--- src/rtl/csa_pkg.sv ---
// Shared types, codes and constants for the clock set source arbiter.
package csa_pkg;

  // Source codes; a higher code ranks better.
  localparam logic [1:0] SRC_NONE  = 2'd0;
  localparam logic [1:0] SRC_LIMIT = 2'd2;

  // Configuration register indexes.
  localparam logic CFG_MIN_YEAR = 1'b0;
  localparam logic CFG_MAX_YEAR = 1'b1;

  localparam logic [11:0] MIN_YEAR_RESET = 12'd2024;
  localparam logic [11:0] MAX_YEAR_RESET = 12'd2099;

  // Arithmetic constants.
  localparam logic [16:0] SEC_PER_DAY  = 17'd86400;
  localparam logic [16:0] SEC_PER_HOUR = 17'd3600;
  localparam logic [16:0] SEC_PER_MIN  = 17'd60;
  localparam logic [16:0] SEC_UNIT     = 17'd1;
  localparam logic [16:0] DAYS_PER_YR  = 17'd365;
  // ceil(2^15 / 25): exact quotient by 25 for dividends below 2048.
  localparam logic [16:0] RECIP_25     = 17'd1311;
  // One 400-year era (146097) for the shifted year, the epoch shift (719468)
  // and the one from day-of-month counting from 1.
  localparam logic [23:0] DAY_BIAS     = 24'd865566;

  typedef enum logic [1:0] {
    ST_OK        = 2'd0,
    ST_NO_SOURCE = 2'd1,
    ST_OUTRANKED = 2'd2,
    ST_BAD_DATE  = 2'd3
  } status_t;

  typedef enum logic [3:0] {
    PH_IDLE,
    PH_Q100,
    PH_DAYS,
    PH_SCALE,
    PH_HOUR,
    PH_MIN,
    PH_SEC,
    PH_CHECK,
    PH_DONE
  } phase_t;

  typedef struct packed {
    logic [1:0]  source;
    logic [11:0] year;
    logic [3:0]  month;
    logic [5:0]  day;
    logic [4:0]  hour;
    logic [5:0]  minute;
    logic [5:0]  second;
  } req_t;

  typedef struct packed {
    status_t     status;
    logic [31:0] epoch_seconds;
    logic [1:0]  current_source;
  } rsp_t;

  // One command to the shared multiply-accumulate unit: acc = a * b + c.
  typedef struct packed {
    logic               en;
    logic signed [23:0] a;
    logic [16:0]        b;
    logic signed [39:0] c;
  } mac_op_t;

  // Days from March 1 to the first of the month, month index counted from March.
  function automatic logic [8:0] month_start(input logic [3:0] mp);
    logic [8:0] days;
    unique case (mp)
      4'd0:    days = 9'd0;
      4'd1:    days = 9'd31;
      4'd2:    days = 9'd61;
      4'd3:    days = 9'd92;
      4'd4:    days = 9'd122;
      4'd5:    days = 9'd153;
      4'd6:    days = 9'd184;
      4'd7:    days = 9'd214;
      4'd8:    days = 9'd245;
      4'd9:    days = 9'd275;
      4'd10:   days = 9'd306;
      4'd11:   days = 9'd337;
      default: days = 9'd0;
    endcase
    return days;
  endfunction

endpackage

--- src/rtl/csa_req_if.sv ---
// Request channel: valid/ready handshake carrying one time-set request.
interface csa_req_if;
  logic          valid;
  logic          ready;
  csa_pkg::req_t payload;

  modport source (output valid, output payload, input ready);
  modport sink (input valid, input payload, output ready);
endinterface

--- src/rtl/csa_rsp_if.sv ---
// Result channel: valid/ready handshake carrying one arbitration result.
interface csa_rsp_if;
  logic          valid;
  logic          ready;
  csa_pkg::rsp_t payload;

  modport source (output valid, output payload, input ready);
  modport sink (input valid, input payload, output ready);
endinterface

--- src/rtl/csa_mac.sv ---
// Shared multiply-accumulate unit with a registered accumulator.
module csa_mac (
  input  logic                   clk,
  input  csa_pkg::mac_op_t       op,
  output logic signed [39:0]     acc
);

  logic signed [41:0] prod;

  assign prod = op.a * $signed({1'b0, op.b});

  always_ff @(posedge clk) begin
    if (op.en) begin
      acc <= prod[39:0] + op.c;
    end
  end

endmodule

--- src/rtl/csa_ctrl.sv ---
// Request sequencer: source arbitration, range checks and epoch conversion steps.
module csa_ctrl (
  input  logic               clk,
  input  logic               rst,
  input  logic [11:0]        min_year,
  input  logic [11:0]        max_year,
  input  logic signed [39:0] acc,
  output csa_pkg::mac_op_t   op,
  csa_req_if.sink            req,
  csa_rsp_if.source          rsp
);

  csa_pkg::phase_t  state;
  csa_pkg::phase_t  state_next;
  csa_pkg::status_t pre_status;
  csa_pkg::status_t status_r;
  logic [31:0]      epoch_r;
  logic [1:0]       clock_source;
  logic [1:0]       src_r;
  logic [12:0]      ys_r;
  logic [3:0]       mp_r;
  logic [5:0]       day_r;
  logic [4:0]       hour_r;
  logic [5:0]       minute_r;
  logic [5:0]       second_r;
  logic [12:0]      ys_in;
  logic [3:0]       mp_in;
  logic [10:0]      q4;
  logic [10:0]      q100;
  logic [8:0]       q400;
  logic [23:0]      day_sum;
  logic             in_range;
  logic             take;

  // Year shifted to start in March and moved up one era to stay nonnegative.
  assign ys_in = 13'(req.payload.year) + 13'd400
               - ((req.payload.month <= 4'd2) ? 13'd1 : 13'd0);
  assign mp_in = (req.payload.month > 4'd2) ? req.payload.month - 4'd3
                                            : req.payload.month + 4'd9;

  assign q4   = ys_r[12:2];
  assign q100 = acc[25:15];
  assign q400 = q100[10:2];
  assign day_sum = 24'(q4) - 24'(q100) + 24'(q400) + 24'(csa_pkg::month_start(mp_r))
                 + 24'(day_r) - csa_pkg::DAY_BIAS;

  assign in_range = (acc[39:32] == 8'd0) && (acc[31:0] != 32'd0);
  assign take     = req.valid && req.ready;

  always_comb begin
    priority if (req.payload.source == csa_pkg::SRC_NONE ||
                 req.payload.source > csa_pkg::SRC_LIMIT) begin
      pre_status = csa_pkg::ST_NO_SOURCE;
    end else if (req.payload.source < clock_source) begin
      pre_status = csa_pkg::ST_OUTRANKED;
    end else if (req.payload.year < min_year || req.payload.year > max_year ||
                 req.payload.month < 4'd1 || req.payload.month > 4'd12 ||
                 req.payload.day > 6'd32 || req.payload.hour > 5'd23 ||
                 req.payload.minute > 6'd59 || req.payload.second > 6'd60) begin
      pre_status = csa_pkg::ST_BAD_DATE;
    end else begin
      pre_status = csa_pkg::ST_OK;
    end
  end

  always_ff @(posedge clk) begin
    if (rst) begin
      state        <= csa_pkg::PH_IDLE;
      clock_source <= csa_pkg::SRC_NONE;
    end else begin
      state <= state_next;
      if (state == csa_pkg::PH_CHECK && in_range) begin
        clock_source <= src_r;
      end
    end
  end

  always_ff @(posedge clk) begin
    if (take) begin
      src_r    <= req.payload.source;
      ys_r     <= ys_in;
      mp_r     <= mp_in;
      day_r    <= req.payload.day;
      hour_r   <= req.payload.hour;
      minute_r <= req.payload.minute;
      second_r <= req.payload.second;
      status_r <= pre_status;
      epoch_r  <= 32'd0;
    end else if (state == csa_pkg::PH_CHECK) begin
      status_r <= in_range ? csa_pkg::ST_OK : csa_pkg::ST_BAD_DATE;
      epoch_r  <= in_range ? acc[31:0] : 32'd0;
    end
  end

  always_comb begin
    state_next = state;
    req.ready  = 1'b0;
    rsp.valid  = 1'b0;
    op         = '0;
    unique case (state)
      csa_pkg::PH_IDLE: begin
        req.ready = 1'b1;
        if (req.valid) begin
          state_next = (pre_status == csa_pkg::ST_OK) ? csa_pkg::PH_Q100
                                                      : csa_pkg::PH_DONE;
        end
      end
      csa_pkg::PH_Q100: begin
        op.en      = 1'b1;
        op.a       = 24'(q4);
        op.b       = csa_pkg::RECIP_25;
        state_next = csa_pkg::PH_DAYS;
      end
      csa_pkg::PH_DAYS: begin
        op.en      = 1'b1;
        op.a       = 24'(ys_r);
        op.b       = csa_pkg::DAYS_PER_YR;
        op.c       = {{16{day_sum[23]}}, day_sum};
        state_next = csa_pkg::PH_SCALE;
      end
      csa_pkg::PH_SCALE: begin
        op.en      = 1'b1;
        op.a       = acc[23:0];
        op.b       = csa_pkg::SEC_PER_DAY;
        state_next = csa_pkg::PH_HOUR;
      end
      csa_pkg::PH_HOUR: begin
        op.en      = 1'b1;
        op.a       = 24'(hour_r);
        op.b       = csa_pkg::SEC_PER_HOUR;
        op.c       = acc;
        state_next = csa_pkg::PH_MIN;
      end
      csa_pkg::PH_MIN: begin
        op.en      = 1'b1;
        op.a       = 24'(minute_r);
        op.b       = csa_pkg::SEC_PER_MIN;
        op.c       = acc;
        state_next = csa_pkg::PH_SEC;
      end
      csa_pkg::PH_SEC: begin
        op.en      = 1'b1;
        op.a       = 24'(second_r);
        op.b       = csa_pkg::SEC_UNIT;
        op.c       = acc;
        state_next = csa_pkg::PH_CHECK;
      end
      csa_pkg::PH_CHECK: begin
        state_next = csa_pkg::PH_DONE;
      end
      csa_pkg::PH_DONE: begin
        rsp.valid = 1'b1;
        if (rsp.ready) begin
          state_next = csa_pkg::PH_IDLE;
        end
      end
      default: begin
        state_next = csa_pkg::PH_IDLE;
      end
    endcase
  end

  assign rsp.payload.status         = status_r;
  assign rsp.payload.epoch_seconds  = epoch_r;
  assign rsp.payload.current_source = clock_source;

  a_ok_has_epoch: assert property (@(posedge clk) disable iff (rst)
    rsp.valid && status_r == csa_pkg::ST_OK |-> epoch_r != 32'd0)
    else $error("accepted result carries zero epoch");

  a_reject_zero_epoch: assert property (@(posedge clk) disable iff (rst)
    rsp.valid && status_r != csa_pkg::ST_OK |-> epoch_r == 32'd0)
    else $error("rejected result carries nonzero epoch");

  a_source_moves_on_ok: assert property (@(posedge clk) disable iff (rst)
    !$past(rst) && clock_source != $past(clock_source)
      |-> state == csa_pkg::PH_DONE && status_r == csa_pkg::ST_OK)
    else $error("clock source changed without an accepted request");

  a_busy_after_take: assert property (@(posedge clk) disable iff (rst)
    take |=> !req.ready)
    else $error("new beat taken while a request is in flight");

endmodule

--- src/rtl/clock_set_source_arbiter_top.sv ---
// A result beat is valid in DONE after the states Q100, DAYS, SCALE, HOUR, MIN, SEC
// and CHECK when the date is converted, and in the cycle after the take when the request
// is refused by source or range. One request is in flight at a time; the shared 24x17
// multiply-accumulate unit walks the conversion in six steps and the block holds
// ready low until the result beat is taken. Synchronous reset sets the clock source
// to none and the year window to 2024..2099.
module clock_set_source_arbiter_top (
  input  logic        clk,
  input  logic        rst,
  input  logic        cfg_we,
  input  logic        cfg_index,
  input  logic [11:0] cfg_data,
  csa_req_if.sink     req,
  csa_rsp_if.source   rsp
);

  // Year window registers; the user writes them only while the block is idle, which the block does not enforce.
  logic [11:0] min_year;
  logic [11:0] max_year;

  csa_pkg::mac_op_t   op;
  logic signed [39:0] acc;

  always_ff @(posedge clk) begin
    if (rst) begin
      min_year <= csa_pkg::MIN_YEAR_RESET;
      max_year <= csa_pkg::MAX_YEAR_RESET;
    end else if (cfg_we) begin
      unique case (cfg_index)
        csa_pkg::CFG_MIN_YEAR: min_year <= cfg_data;
        csa_pkg::CFG_MAX_YEAR: max_year <= cfg_data;
        default: ;
      endcase
    end
  end

  // Sequencer: checks source rank and ranges as the beat is taken, then drives
  // the shared unit through the days-from-civil steps:
  //   year/100 by reciprocal, days = 365*year + leap terms + day of year,
  //   scale to seconds, then add hour, minute and second.
  csa_ctrl u_ctrl (
    .clk      (clk),
    .rst      (rst),
    .min_year (min_year),
    .max_year (max_year),
    .acc      (acc),
    .op       (op),
    .req      (req),
    .rsp      (rsp)
  );

  // Shared multiply-accumulate unit; the accumulator holds every partial result.
  csa_mac u_mac (
    .clk (clk),
    .op  (op),
    .acc (acc)
  );

endmodule
--- src/flat_wrapper.sv ---
// flat-port wrapper written by rule: the top's interface ports become plain ports
module clock_set_source_arbiter_top_flat 
  (clk, rst, cfg_we, cfg_index, cfg_data, req_valid, req_payload, req_ready, rsp_valid, rsp_payload, rsp_ready);
  csa_req_if req_i ();
  csa_rsp_if rsp_i ();
  input  logic clk;
  input  logic rst;
  input  logic cfg_we;
  input  logic cfg_index;
  input  logic [11:0] cfg_data;
  input wire logic [$bits(req_i.valid)-1:0] req_valid;
  input wire logic [$bits(req_i.payload)-1:0] req_payload;
  output wire logic [$bits(req_i.ready)-1:0] req_ready;
  output wire logic [$bits(rsp_i.valid)-1:0] rsp_valid;
  output wire logic [$bits(rsp_i.payload)-1:0] rsp_payload;
  input wire logic [$bits(rsp_i.ready)-1:0] rsp_ready;
  assign req_i.valid = req_valid;
  assign req_i.payload = req_payload;
  assign req_ready = req_i.ready;
  assign rsp_valid = rsp_i.valid;
  assign rsp_payload = rsp_i.payload;
  assign rsp_i.ready = rsp_ready;
  clock_set_source_arbiter_top u_core (.clk(clk), .rst(rst), .cfg_we(cfg_we), .cfg_index(cfg_index), .cfg_data(cfg_data), .req(req_i), .rsp(rsp_i));
endmodule
--- config.mk ---
export PLATFORM = sky130hd
export DESIGN_NAME = clock_set_source_arbiter_top_flat
export DESIGN_NICKNAME = d
export VERILOG_FILES = /design/src/rtl/csa_pkg.sv /design/src/rtl/csa_req_if.sv /design/src/rtl/csa_rsp_if.sv /design/src/rtl/csa_mac.sv /design/src/rtl/csa_ctrl.sv /design/src/rtl/clock_set_source_arbiter_top.sv /design/src/flat_wrapper.sv
export SDC_FILE = /design/constraint.sdc
export NUM_CORES = 1
export LEC_CHECK = 0
export BUFFER_PORTS_ARGS = -buffer_cell sky130_fd_sc_hd__clkbuf_2
export CAP_MARGIN = 15
export CELL_PAD_IN_SITES_DETAIL_PLACEMENT = 1
export CELL_PAD_IN_SITES_GLOBAL_PLACEMENT = 1
export CORE_UTILIZATION = 40
export DETAILED_ROUTE_END_ITERATION = 8
export HOLD_SLACK_MARGIN = 0.08
export PLACE_DENSITY = 0.72
export RECOVER_POWER = 100
export REMOVE_ABC_BUFFERS = 1
export SYNTH_ARGS = -nofsm -noshare
export SYNTH_HDL_FRONTEND = slang
export SYNTH_SLANG_ARGS = --single-unit
--- constraint.sdc ---
create_clock -name clk -period 10.9 [get_ports clk]
set_clock_uncertainty 0.2 [all_clocks]
set_input_delay 1.09 -clock clk [delete_from_list [all_inputs] [get_ports clk]]
set_output_delay 1.09 -clock clk [all_outputs]
set_load 0.005 [all_outputs]
# Word level (Yosys, flattened, before mapping)
# Memory sizes are Yosys's and may differ from the RTL's. A register that Yosys moved wholly into a read port is not among the register bits.
# Index checks and enable logic that the tools add are counted.
[op_classes]
n_eq_ne = 10
muxes = 18
n_lt_le_gt_ge = 12
bitwise_logic = 1
addsub = 10
n_reduce_logical = 21
mul = 1
[op_table]
columns = ["op", "count"]
rows = [
  ["case mux 42 bit (6 select lines)", 1],
  ["case mux 40 bit (2 select lines)", 1],
  ["adder 40 bit", 1],
  ["multiplier 24 x 18 -> 40 bit", 1],
  ["case mux 4 bit (9 select lines)", 1],
  ["2-to-1 mux 32 bit", 1],
  ["nonzero test 32 bit", 1],
  ["subtractor 15 x 21 -> 22 bit (second input constant)", 1],
  ["2-to-1 mux 4 bit", 5],
  ["greater-than comparator 6 bit (second input constant)", 3],
  ["equality test 4 x 3 -> 1 bit (second input constant)", 4],
  ["adder 14 x 7 -> 15 bit", 1],
  ["adder 13 x 10 -> 14 bit", 1],
  ["adder 12 x 10 -> 13 bit", 1],
  ["adder 12 x 9 -> 13 bit (second input constant)", 1],
  ["subtractor 13 x 1 -> 13 bit", 1],
  ["greater-than comparator 12 bit", 1],
  ["less-than comparator 12 bit", 1],
  ["2-to-1 mux 2 bit", 6],
  ["subtractor 11 x 11 -> 12 bit", 1],
  ["equality test 4 x 2 -> 1 bit (second input constant)", 2],
  ["zero test 8 bit", 1],
  ["logical OR 1 bit", 8],
  ["AND reduction 2 bit", 3],
  ["19 further kinds", 25],
]
[word_totals]
reg_bits = 146
n_memories = 1
out_inout_bits = 38
romBits = 144
[mem_list]
columns = ["name", "depth", "word_bits", "rd", "rd_clocked_by_memory_dff", "wr", "line_no", "text"]
rows = [
  ["(name not given)", 16, 9, 1, 1, 0, "csa_pkg.sv:73", "unique case (mp)"],
]

# Logic depth before layout (Yosys ltp)
# Gate-level depths: netlist (run 1).
[depth]
depth_word = 15
depth_mapped = 40
ltp_nobuf = 40

# Hierarchy
# Synthesis (run 1) repeated with hierarchy kept, for this count alone.
[hier_totals]
hier_cells = 2670
area_unflattened_um2 = 25021.5
[modules_own_cells]
columns = ["mod", "seq_area_each_um2", "area_each_um2", "cells_each", "instances"]
rows = [
  ["csa_mac", 1201.2, 17061.4, 1822, 1],
  ["csa_ctrl", 2262.2, 6910.4, 747, 1],
  ["clock_set_source_arbiter_top", 480.5, 1049.8, 101, 1],
]

# Worst setup path after synthesis (run 1)
# No wires, ideal clock.
[synth_path]
path_type = "reg2reg"
startpoint = "register u_core.u_mac.acc[16]"
endpoint = "register u_core.u_mac.acc[39] (data pin)"
required_ns = 10.434
stages_incl_launch_ff = 39
n_path_buf = 0
setup_time_ns = 0.266
arrival_time_ns = 8.420
setup_slack_ns = 2.013
cell_sequence = "edfxtp_1 > inv_1 > ha_1 > nor2b_1 > o21ai_0 > nand2b_1 > xnor2_1 > fa_1 > inv_1 > fa_1 > ha_1 > ha_1 > a21o_1 > a21oi_1 > o21bai_1 > a21oi_2 > o21bai_1 > a211o_1 > [3 not listed] > fa_1 > inv_1 > fa_1 > inv_1 > fa_1 > inv_1 > fa_1 > inv_1 > ha_1 > a2111oi_2 > o21ai_1 > o21ai_2 > o21ai_4 > a31oi_2 > o21ai_2 > a221o_1 > nor4_1 > nor3_2"
[synth_via]
elab_chain_cells = 7
[synth_rtl]
columns = ["element", "line_no", "text"]
rows = [
  ["start: declaration", "csa_mac.sv:5", "output logic signed [39:0] acc"],
  ["start signal: assignment", "csa_mac.sv:14", "acc <= prod[39:0] + op.c;"],
  ["subtractor 11 x 11 -> 12 bit", "csa_ctrl.sv:44", "assign day_sum = 24'(q4) - 24'(q100) + 24'(q400) + 24'(csa_pkg::month_start(mp_r))"],
  ["adder 12 x 10 -> 13 bit", "csa_ctrl.sv:44", ""],
  ["adder 13 x 10 -> 14 bit", "csa_ctrl.sv:44", ""],
  ["adder 14 x 7 -> 15 bit", "csa_ctrl.sv:45", "+ 24'(day_r) - csa_pkg::DAY_BIAS;"],
  ["subtractor 15 x 21 -> 22 bit", "csa_ctrl.sv:45", ""],
  ["case mux 40 bit (2 select lines)", "csa_ctrl.sv:100", "unique case (state)"],
  ["adder 40 bit (*)", "csa_mac.sv:14", ""],
]
# Mark *: on every way between the ends. The rest lies on a longest branch, timed or not.
# A chain may end at the register's enable or synchronous reset.

# Worst setup path after layout (run 1)
[layout_path]
startpoint = "register u_core.u_mac.acc[16]"
endpoint = "register u_core.u_mac.acc[36] (data pin)"
# Same word-level chain as after synthesis.

==> results.json, run 1 <==
{
  "fmax_ghz": 0.09818,
  "startpoint_type": "flip-flop",
  "power_density_mw_per_mm2": 261.7,
  "io_buffer_count": 96,
  "io_pins": 97,
  "syn_avg_cell_area_um2": 10.58,
  "worst_pin_slew_ns": 2.250,
  "cts_max_level": 4,
  "p_leak_nw": 12.20,
  "cts_tree": "built",
  "final_common_cell": "inv_1",
  "multi_input_area_mm2": 0.01568,
  "synth_edf_count": 84,
  "drc": 0,
  "synthCells": 1990,
  "path_clk_slew_ns": 0.08,
  "rows": 83,
  "place_hpwl_um": 50670,
  "routed_via_density": 5.052,
  "fp.coreArea_mm2": 0.05161,
  "place.gp.congestion": 0.9276,
  "vdd_ir_drop_max_v": 0.0003012,
  "tns_ns": 0,
  "status": "complete, but fails checks",
  "clk_latency_ns": 0.50,
  "dr.pass1.iters": 4,
  "ys_top_cells_by_area": "fa_1, ha_1, edfxtp_1, inv_1, dfxtp_1",
  "stdcell_count": 2925,
  "cts_setup_buffers": 0,
  "wl_per_cell_um": 20.31,
  "worstHoldPathType": "reg2reg",
  "async_flop_share_pct": 0,
  "critPathMostFrequentCell": "fa_1",
  "start_util_pct": 40.77,
  "cts.sinks": 155,
  "drtIter0Drc": 793,
  "fin_nets": 2896,
  "ctsHoldBuffers": 0,
  "arrival_ns": 10.23,
  "postRouteAntennaNets": 0,
  "numCtsBuffers": 17,
  "cts-resized-gates": 0,
  "grt_antenna_before_repair": 0,
  "synth-seq-cells": 155,
  "yosys.area.top_type_share_pct": 37.29,
  "max_slew_margin_pct": -50.03,
  "maxCapViolCount": 4,
  "fin_crit_sh_pct": 93.45,
  "seq_area_mm2": 0.003944,
  "end_kind": "flip-flop",
  "hold_violations": 0,
  "syn_area_mm2": 0.02105,
  "yosysTopAreaCell": "fa_1",
  "synthFlopType": "edfxtp_1",
  "placed_cells": 2893,
  "critPathSlowestCell": "fa_1",
  "syn_to_final_growth_pct": 11.28,
  "fp.dieH_um": 231.4,
  "routed_wl_um": 59400,
  "required_ns": 10.94,
  "grt_use_total_pct": 23.90,
  "setup_violations": 0,
  "vias": 14780,
  "reg2reg_setup_slack_ns": 0.71,
  "drive_above_1_share_pct": 5.880,
  "grt_pass1_vias": 16940,
  "clockBufferDepth": 2,
  "grt_pass1_wl_um": 95030,
  "cpPeakStageDelay_ns": 0.54,
  "die_x_um": 231.4,
  "cts-root-buf": "clkbuf_16",
  "violations": "max-capacitance violations, max-slew violations",
  "slew_viol_final": 123,
  "grt_overflow": 0,
  "crit_fanout": 5,
  "period_needed_ns": 10.19,
  "rsz0062_at_grt": "no",
  "n_fill_cell": 5835,
  "power.total_mw": 6.129,
  "path_class": "reg2reg",
  "mostFrequentLayoutCells": "inv_1, fa_1, ha_1, conb_1, nand2_1",
  "diodes": 0,
  "die-area_mm2": 0.05353,
  "yosysWarnings": 0,
  "synth-seq-area-share_pct": 18.74,
  "grt_max_degree": 53,
  "synth_cell_type_count": 75
}
-- Yosys cell counts, drive strengths merged (12+ instances only) --
library cell / number
clkbuf: 28
a22o: 44
fa: 392
a21oi: 64
xnor2: 51
a21o: 57
and2: 46
nor3: 13
nor2b: 15
nand2: 90
edfxtp: 84
ha: 213
o21ai: 43
nand2b: 23
nor4: 28
dfxtp: 71
xor2: 24
inv: 480
a211oi: 12
nor2: 60
or2: 12
-- layer usage --
layer / vias to the layer above / part of all wire (%) / GRT usage (%)
met3: 84 / 3.9 / 3.666
met2: 264 / 51 / 41.86
met5: - / 0 / 0
met1: 7740 / 43 / 30.54
li1: 6689 / - / -
met4: 0 / 2.4 / 6.436
-- state kept, by name, summed over array words and instances, names as in the netlist, named ones only --
name	cells
u_core.u_ctrl.state	4
u_core.u_ctrl.epoch_r	32
u_core.u_ctrl.src_r	2
u_core.u_ctrl.clock_source	2
u_core.max_year	12
u_core.u_ctrl.status_r	2
u_core.u_ctrl.second_r	6
u_core.u_ctrl.mp_r	4
u_core.min_year	12
u_core.u_ctrl.day_r	6
u_core.u_ctrl.hour_r	5
u_core.u_ctrl.ys_r	13
u_core.u_ctrl.minute_r	6
u_core.u_mac.acc	40
-- kinds of logic (layout without fill, tap and decap cells) --
family,count (synthesis),after routing,share of synthesized area [%]
XOR/XNOR,75,75,3.121
multiplexers,6,6,0.2913
buffers and inverters,517,625,9.251
other,2,149,0.03569
AND/OR/NAND/NOR,332,332,8.234
flip-flops,155,155,18.74
adder cells (fa/ha/maj),605,605,49.95
AO/OA/AOI/OAI,298,298,10.37
-- per-stage QoR --
stage               utilization [%]  hold WS [ns]  worst slack (ns)  cell area (um2)
finish                        45.37        0.2622            0.7145            23420
global placement              44.46        0.2459             1.444            22950
CTS                           45.66        0.2674            0.9117            23570
global route                  45.37        0.2870            0.2307            23420
floorplan                         -        0.2303             2.013            21450
detailed placement            44.46        0.2552            0.9753            22950
-- path summary, 6_finish.rpt --
path	from	to	depth (start not counted)
worst max-delay path	u_core.u_mac.acc[16]	u_core.u_mac.acc[36]	36
worst min-delay path	u_core.max_year[2]	u_core.max_year[2]	2
worst min register to register	u_core.max_year[2]	u_core.max_year[2]	2
worst max register to register	u_core.u_mac.acc[16]	u_core.u_mac.acc[36]	36
-- critical path, delay by kind of cell (launching register included) --
| kind | cells | cell delay, ns |
|---|---|---|
| flip-flops | 1 | 0.51 |
| adder cells (fa/ha/maj) | 10 | 4.29 |
| XOR/XNOR | 2 | 0.32 |
| buffers and inverters | 4 | 0.31 |
| AND/OR/NAND/NOR | 4 | 0.65 |
| AO/OA/AOI/OAI | 16 | 3.61 |
-- final cells by class --
class / instances / area share, %
clock inverter: 15 / 0.8228
tap: 680 / 3.633
sequential: 155 / 16.84
timing repair buffer: 113 / 2.244
clock buffer: 17 / 1.817
multi-input combinational: 1465 / 66.95
inverter: 480 / 7.694
-- power breakdown --
group	internal [mW]	switching (mW)	total (mW)
registers	0.878	0.0345	0.912
logic	1.97	2.60	4.57
clock network	0.312	0.330	0.642
total	3.16	2.97	6.13
Note: power is estimated with default switching activity, not from simulation.
==> run 2, diff against run 1 <==
--- a/config.mk
+++ b/config.mk
@@ -9,10 +9,10 @@
 export CAP_MARGIN = 15
 export CELL_PAD_IN_SITES_DETAIL_PLACEMENT = 1
 export CELL_PAD_IN_SITES_GLOBAL_PLACEMENT = 1
-export CORE_UTILIZATION = 40
+export CORE_UTILIZATION = 45
 export DETAILED_ROUTE_END_ITERATION = 8
 export HOLD_SLACK_MARGIN = 0.08
-export PLACE_DENSITY = 0.72
+export PLACE_DENSITY = 0.79
 export RECOVER_POWER = 100
 export REMOVE_ABC_BUFFERS = 1
 export SYNTH_ARGS = -nofsm -noshare
==> results.json, run 2 (synthesis gave the netlist of run 1 again) <==
{
  "numCtsBuffers": 17,
  "grt_pass1_wl_um": 97430,
  "cts_tree": "built",
  "crit_fanout": 5,
  "worst_pin_slew_ns": 2.738,
  "syn_to_final_growth_pct": 10.83,
  "fin_nets": 2895,
  "io_pins": 97,
  "placed_cells": 2811,
  "vdd_ir_drop_max_v": 0.0003037,
  "grt_use_total_pct": 27.71,
  "drc": 0,
  "hold_ws_ns": 0.2585,
  "tns_ns": 0,
  "die_x_um": 218.3,
  "cpPeakStageDelay_ns": 0.56,
  "grt_overflow": 0,
  "min_from": "u_core.min_year[11]",
  "preCtsSetupSlack_ns": 1.011,
  "critPathSlowestCell": "fa_1",
  "hold_path_end": "u_core.min_year[11]",
  "r2r-start": "u_core.u_mac.acc[17]",
  "path_class": "reg2reg",
  "fin_crit_sh_pct": 92.70,
  "reg2reg_setup_slack_ns": 0.80,
  "p_leak_nw": 12.21,
  "setup_violations": 0,
  "r2r-end": "u_core.u_mac.acc[38]",
  "grt_pass1_vias": 17620,
  "wl_per_cell_um": 21.41,
  "max_slew_margin_pct": -82.54,
  "mostFrequentLayoutCells": "inv_1, fa_1, ha_1, conb_1, nand2_1",
  "start_util_pct": 45.98,
  "grt_antenna_before_repair": 0,
  "postLayoutCoreUtil_pct": 50.96,
  "fp.dieH_um": 218.3,
  "diodes": 0,
  "largest_register": "u_core.u_mac.acc",
  "arrival_ns": 10.15,
  "path_clk_slew_ns": 0.09,
  "routed_wl_um": 60880,
  "cts_setup_buffers": 0,
  "clockBufferDepth": 2,
  "whs_path_depth": 2,
  "routed_via_density": 5.286,
  "drtIter0Drc": 966,
  "place.gp.congestion": 0.9828,
  "rows": 78,
  "rsz0062_at_grt": "no",
  "drive_above_1_share_pct": 5.793,
  "end_kind": "flip-flop",
  "final_common_cell": "inv_1",
  "critPathMostFrequentCell": "fa_1",
  "dr.pass1.iters": 7,
  "cts-root-buf": "clkbuf_16",
  "critPathBufInv": 4,
  "slew_viol_final": 117,
  "hold_violations": 0,
  "fp.coreArea_mm2": 0.04577,
  "vias": 15030,
  "period_needed_ns": 10.10,
  "largest_register_ffs": 40,
  "status": "complete, but fails checks",
  "top_regs": "u_core.u_mac.acc x40, u_core.u_ctrl.epoch_r x32, u_core.u_ctrl.ys_r x13",
  "fin_ws_ns": 0.7952,
  "die-area_mm2": 0.04764,
  "grt_max_degree": 55,
  "stdcell_count": 2844,
  "ctsHoldBuffers": 0,
  "power_density_mw_per_mm2": 268.8,
  "required_ns": 10.95,
  "worstHoldPathType": "reg2reg",
  "maxCapViolCount": 4,
  "postRouteAntennaNets": 0,
  "cts-resized-gates": 0,
  "critical-path-top-delay-family": "adder cells",
  "cts.sinks": 155,
  "place_hpwl_um": 51140,
  "clk_latency_ns": 0.51,
  "startpoint_type": "flip-flop",
  "violations": "max-capacitance violations, max-slew violations",
  "worstRegToRegCells": 35,
  "io_buffer_count": 96,
  "cts_max_level": 4,
  "fmax_ghz": 0.09896
}
run 2: changes by cell type in the layout (fill, tap and decap cells not counted), moves of 2 or more:
cell       before  now
inv_8           4    2
bufinv_16       0    3
clkinv_1        0    2
inv_6           2    5
clkinv_8        6    2
run 2: where the power goes:
group,total [mW],switching [mW],internal [mW]
logic,4.68,2.70,1.98
clock network,0.679,0.311,0.369
registers,0.911,0.0324,0.878
total,6.27,3.04,3.23
run 2: layer usage:
| metal | wire [um] | vias to the layer above | track usage [%] |
|---|---|---|---|
| li1 | - | 6699 | - |
| met1 | 24380 | 7812 | 33.04 |
| met2 | 30940 | 376 | 49.25 |
| met3 | 2917 | 147 | 4.440 |
| met4 | 2653 | 0 | 11.86 |
| met5 | 0 | - | 0 |
run 2: per-stage QoR:
step                instance area, um2  total power [mW]
floorplan                        21450             4.451
global placement                 22830             5.302
detailed placement               22830             5.565
CTS                              23460             6.310
global route                     23320             6.851
finish                           23320             6.270
run 2: how the worst max path moves through the flow:
stage / end / slack, ns / startpoint / cells after the start
after global routing: u_core.u_mac.acc[36] / 0.26 / u_core.u_mac.acc[17] / 35
after global placement: u_core.u_mac.acc[39] / 1.38 / u_core.u_mac.acc[15] / 37
after floorplan: u_core.u_mac.acc[39] / 2.01 / u_core.u_mac.acc[16] / 38
after CTS: u_core.u_mac.acc[39] / 0.97 / u_core.u_mac.acc[15] / 34
final: u_core.u_mac.acc[38] / 0.80 / u_core.u_mac.acc[17] / 35
after detailed placement: u_core.u_mac.acc[39] / 1.01 / u_core.u_mac.acc[15] / 34
run 2: layout make-up:
class | instances | area [um2]
flip-flops and latches | 155 | 3944
clock inverters | 15 | 205.2
multi-input cells | 1465 | 15680
repair buffers | 112 | 518.0
clock buffers | 17 | 425.4
fillers | 5094 | 22450
inverters | 480 | 1802
well taps | 600 | 750.7
run 2: worst reg2reg max path, delay by kind of cell, from the launching register on:
kind / cells / cell delay, ns
compound gates: 17 / 3.97
xor+xnor: 2 / 0.32
fa+ha+maj: 10 / 4.20
buf+inv: 4 / 0.38
flops: 1 / 0.49
simple gates: 2 / 0.27
==> run 3, diff against run 2 <==
==> constraint.sdc (replaced) <==
create_clock -name clk -period 10.9 [get_ports clk]
set_clock_uncertainty 0.2 [all_clocks]
set_input_delay 1.09 -clock clk [delete_from_list [all_inputs] [get_ports clk]]
set_output_delay 1.09 -clock clk [all_outputs]
set_load 0.02 [all_outputs]
==> results.json, run 3 (synthesis gave the netlist of run 1 again) <==
{
  "p_sw_share_pct": 48.58,
  "netSwitchingPower_mw": 3.047,
  "violations": "max-capacitance violations, max-slew violations",
  "start_util_pct": 45.98,
  "syn_to_final_growth_pct": 10.73,
  "cpPeakStageDelay_ns": 0.56,
  "p_leak_nw": 12.15,
  "critPathSlowestCell": "fa_1",
  "grt_antenna_before_repair": 0,
  "top_layer": "met4",
  "clockBufferDepth": 2,
  "io_pins": 97,
  "wl_per_cell_um": 21.44,
  "period_needed_ns": 10.11,
  "critPathMostFrequentCell": "fa_1",
  "rows": 78,
  "n_fill_cell": 5108,
  "path_clk_slew_ns": 0.09,
  "seqPwrFrac_pct": 14.5,
  "worstHoldPathType": "reg2reg",
  "preCtsSetupSlack_ns": 1.011,
  "status": "complete, but fails checks",
  "min_from": "u_core.min_year[11]",
  "wl_met2_um": 30940,
  "worstRegToRegCells": 35,
  "slew_viol_final": 117,
  "fin_ws_ns": 0.7950,
  "place.gp.congestion": 0.9828,
  "clkPwrFrac_pct": 10.8,
  "grt_max_degree": 55,
  "grt_use_total_pct": 27.71,
  "fin_crit_sh_pct": 92.71,
  "routed_via_density": 5.289,
  "cts.sinks": 155,
  "tns_ns": 0,
  "die_x_um": 218.3,
  "vias": 15040,
  "fin_nets": 2895,
  "fp.coreArea_mm2": 0.04577,
  "grt_pass1_vias": 17620,
  "mostFrequentLayoutCells": "inv_1, fa_1, ha_1, conb_1, nand2_1",
  "hold_ws_ns": 0.2584,
  "fp.dieH_um": 218.3,
  "largest_register": "u_core.u_mac.acc",
  "intPower_mw": 3.226,
  "grt_overflow": 0,
  "drc": 0,
  "place_hpwl_um": 51140,
  "power_density_mw_per_mm2": 269.2,
  "largest_register_ffs": 40,
  "cts-resized-gates": 0,
  "fmax_ghz": 0.09896,
  "maxCapViolCount": 4,
  "drive_above_1_share_pct": 4.991,
  "route.met3.wl_um": 2960,
  "path_class": "reg2reg",
  "top_regs": "u_core.u_mac.acc x40, u_core.u_ctrl.epoch_r x32, u_core.u_ctrl.ys_r x13",
  "cts-root-buf": "clkbuf_16",
  "routed_wl_um": 60970,
  "ctsHoldBuffers": 0,
  "met1Wirelength_um": 24460,
  "hold_path_end": "u_core.min_year[11]",
  "r2r-end": "u_core.u_mac.acc[38]",
  "postRouteAntennaNets": 0,
  "final_common_cell": "inv_1",
  "cts_tree": "built",
  "diodes": 0,
  "drtIter0Drc": 966,
  "postLayoutCoreUtil_pct": 50.91,
  "max_slew_margin_pct": -80.89,
  "worst_pin_slew_ns": 2.713,
  "arrival_ns": 10.15,
  "cts_setup_buffers": 0,
  "required_ns": 10.94,
  "cts_max_level": 4,
  "startpoint": "u_core.u_mac.acc[17]",
  "numCtsBuffers": 17,
  "r2r-start": "u_core.u_mac.acc[17]",
  "setup_violations": 0,
  "die-area_mm2": 0.04764,
  "startpoint_type": "flip-flop",
  "combinationalPowerShare_pct": 74.6,
  "dr.pass1.iters": 5,
  "reg2reg_setup_slack_ns": 0.79,
  "placed_cells": 2811,
  "rsz0062_at_grt": "no",
  "clk_latency_ns": 0.51,
  "io_buffer_count": 96,
  "crit_fanout": 5,
  "whs_path_depth": 2,
  "grt_pass1_wl_um": 97430,
  "stdcell_count": 2844,
  "end_kind": "flip-flop",
  "vdd_ir_drop_max_v": 0.0003035,
  "hold_violations": 0
}
==> run 3: changes by cell type in the layout (fill, tap and decap cells not counted), sizes merged <==
cell    change
clkbuf      +1
buf         -1
==> run 3: worst max path at each step <==
stage,endpoint,slack [ns]
floorplan,u_core.u_mac.acc[39],2.01
global placement,u_core.u_mac.acc[39],1.38
detailed placement,u_core.u_mac.acc[39],1.01
CTS,u_core.u_mac.acc[39],0.97
global route,u_core.u_mac.acc[36],0.26
finish,u_core.u_mac.acc[38],0.79
==> run 3: per-layer routing <==
layer  vias up  track usage, %
met3       142           4.440
li1       6697               -
met4         0           11.86
met1      7818           33.04
met2       384           49.25
met5         -               0
==> run 3: power groups by stage <==
stage,combinational [mW],sequential (mW),clock (mW)
detailed placement,4.64,0.922,0
global route,5.23,0.913,0.707
floorplan,3.55,0.907,0
global placement,4.38,0.921,0
CTS,4.71,0.909,0.696
finish,4.68,0.911,0.680
==> run 3: through the flow <==
step           power [mW]  area, um2
6_report            6.273      23300
5_1_grt             6.852      23300
4_1_cts             6.311      23460
3_5_place_dp        5.567      22830
3_3_place_gp        5.304      22830
2_1_floorplan       4.453      21450
==> run 3: cell type report <==
class                   count  area (um2)  area share [%]
multi-input cells        1465       15680           67.29
clock buffers              17       425.4           1.826
clock inverters            15       205.2          0.8806
flip-flops and latches    155        3944           16.92
repair buffers            112       495.5           2.126
well taps                 600       750.7           3.222
inverters                 480        1802           7.732
==> run 3: worst max-delay path, delay by kind of cell (launching register included) <==
family / cells / cell delay [ns]
fa+ha+maj: 10 / 4.19
compound gates: 17 / 3.97
flops: 1 / 0.49
buf+inv: 4 / 0.38
xor+xnor: 2 / 0.32
simple gates: 2 / 0.27
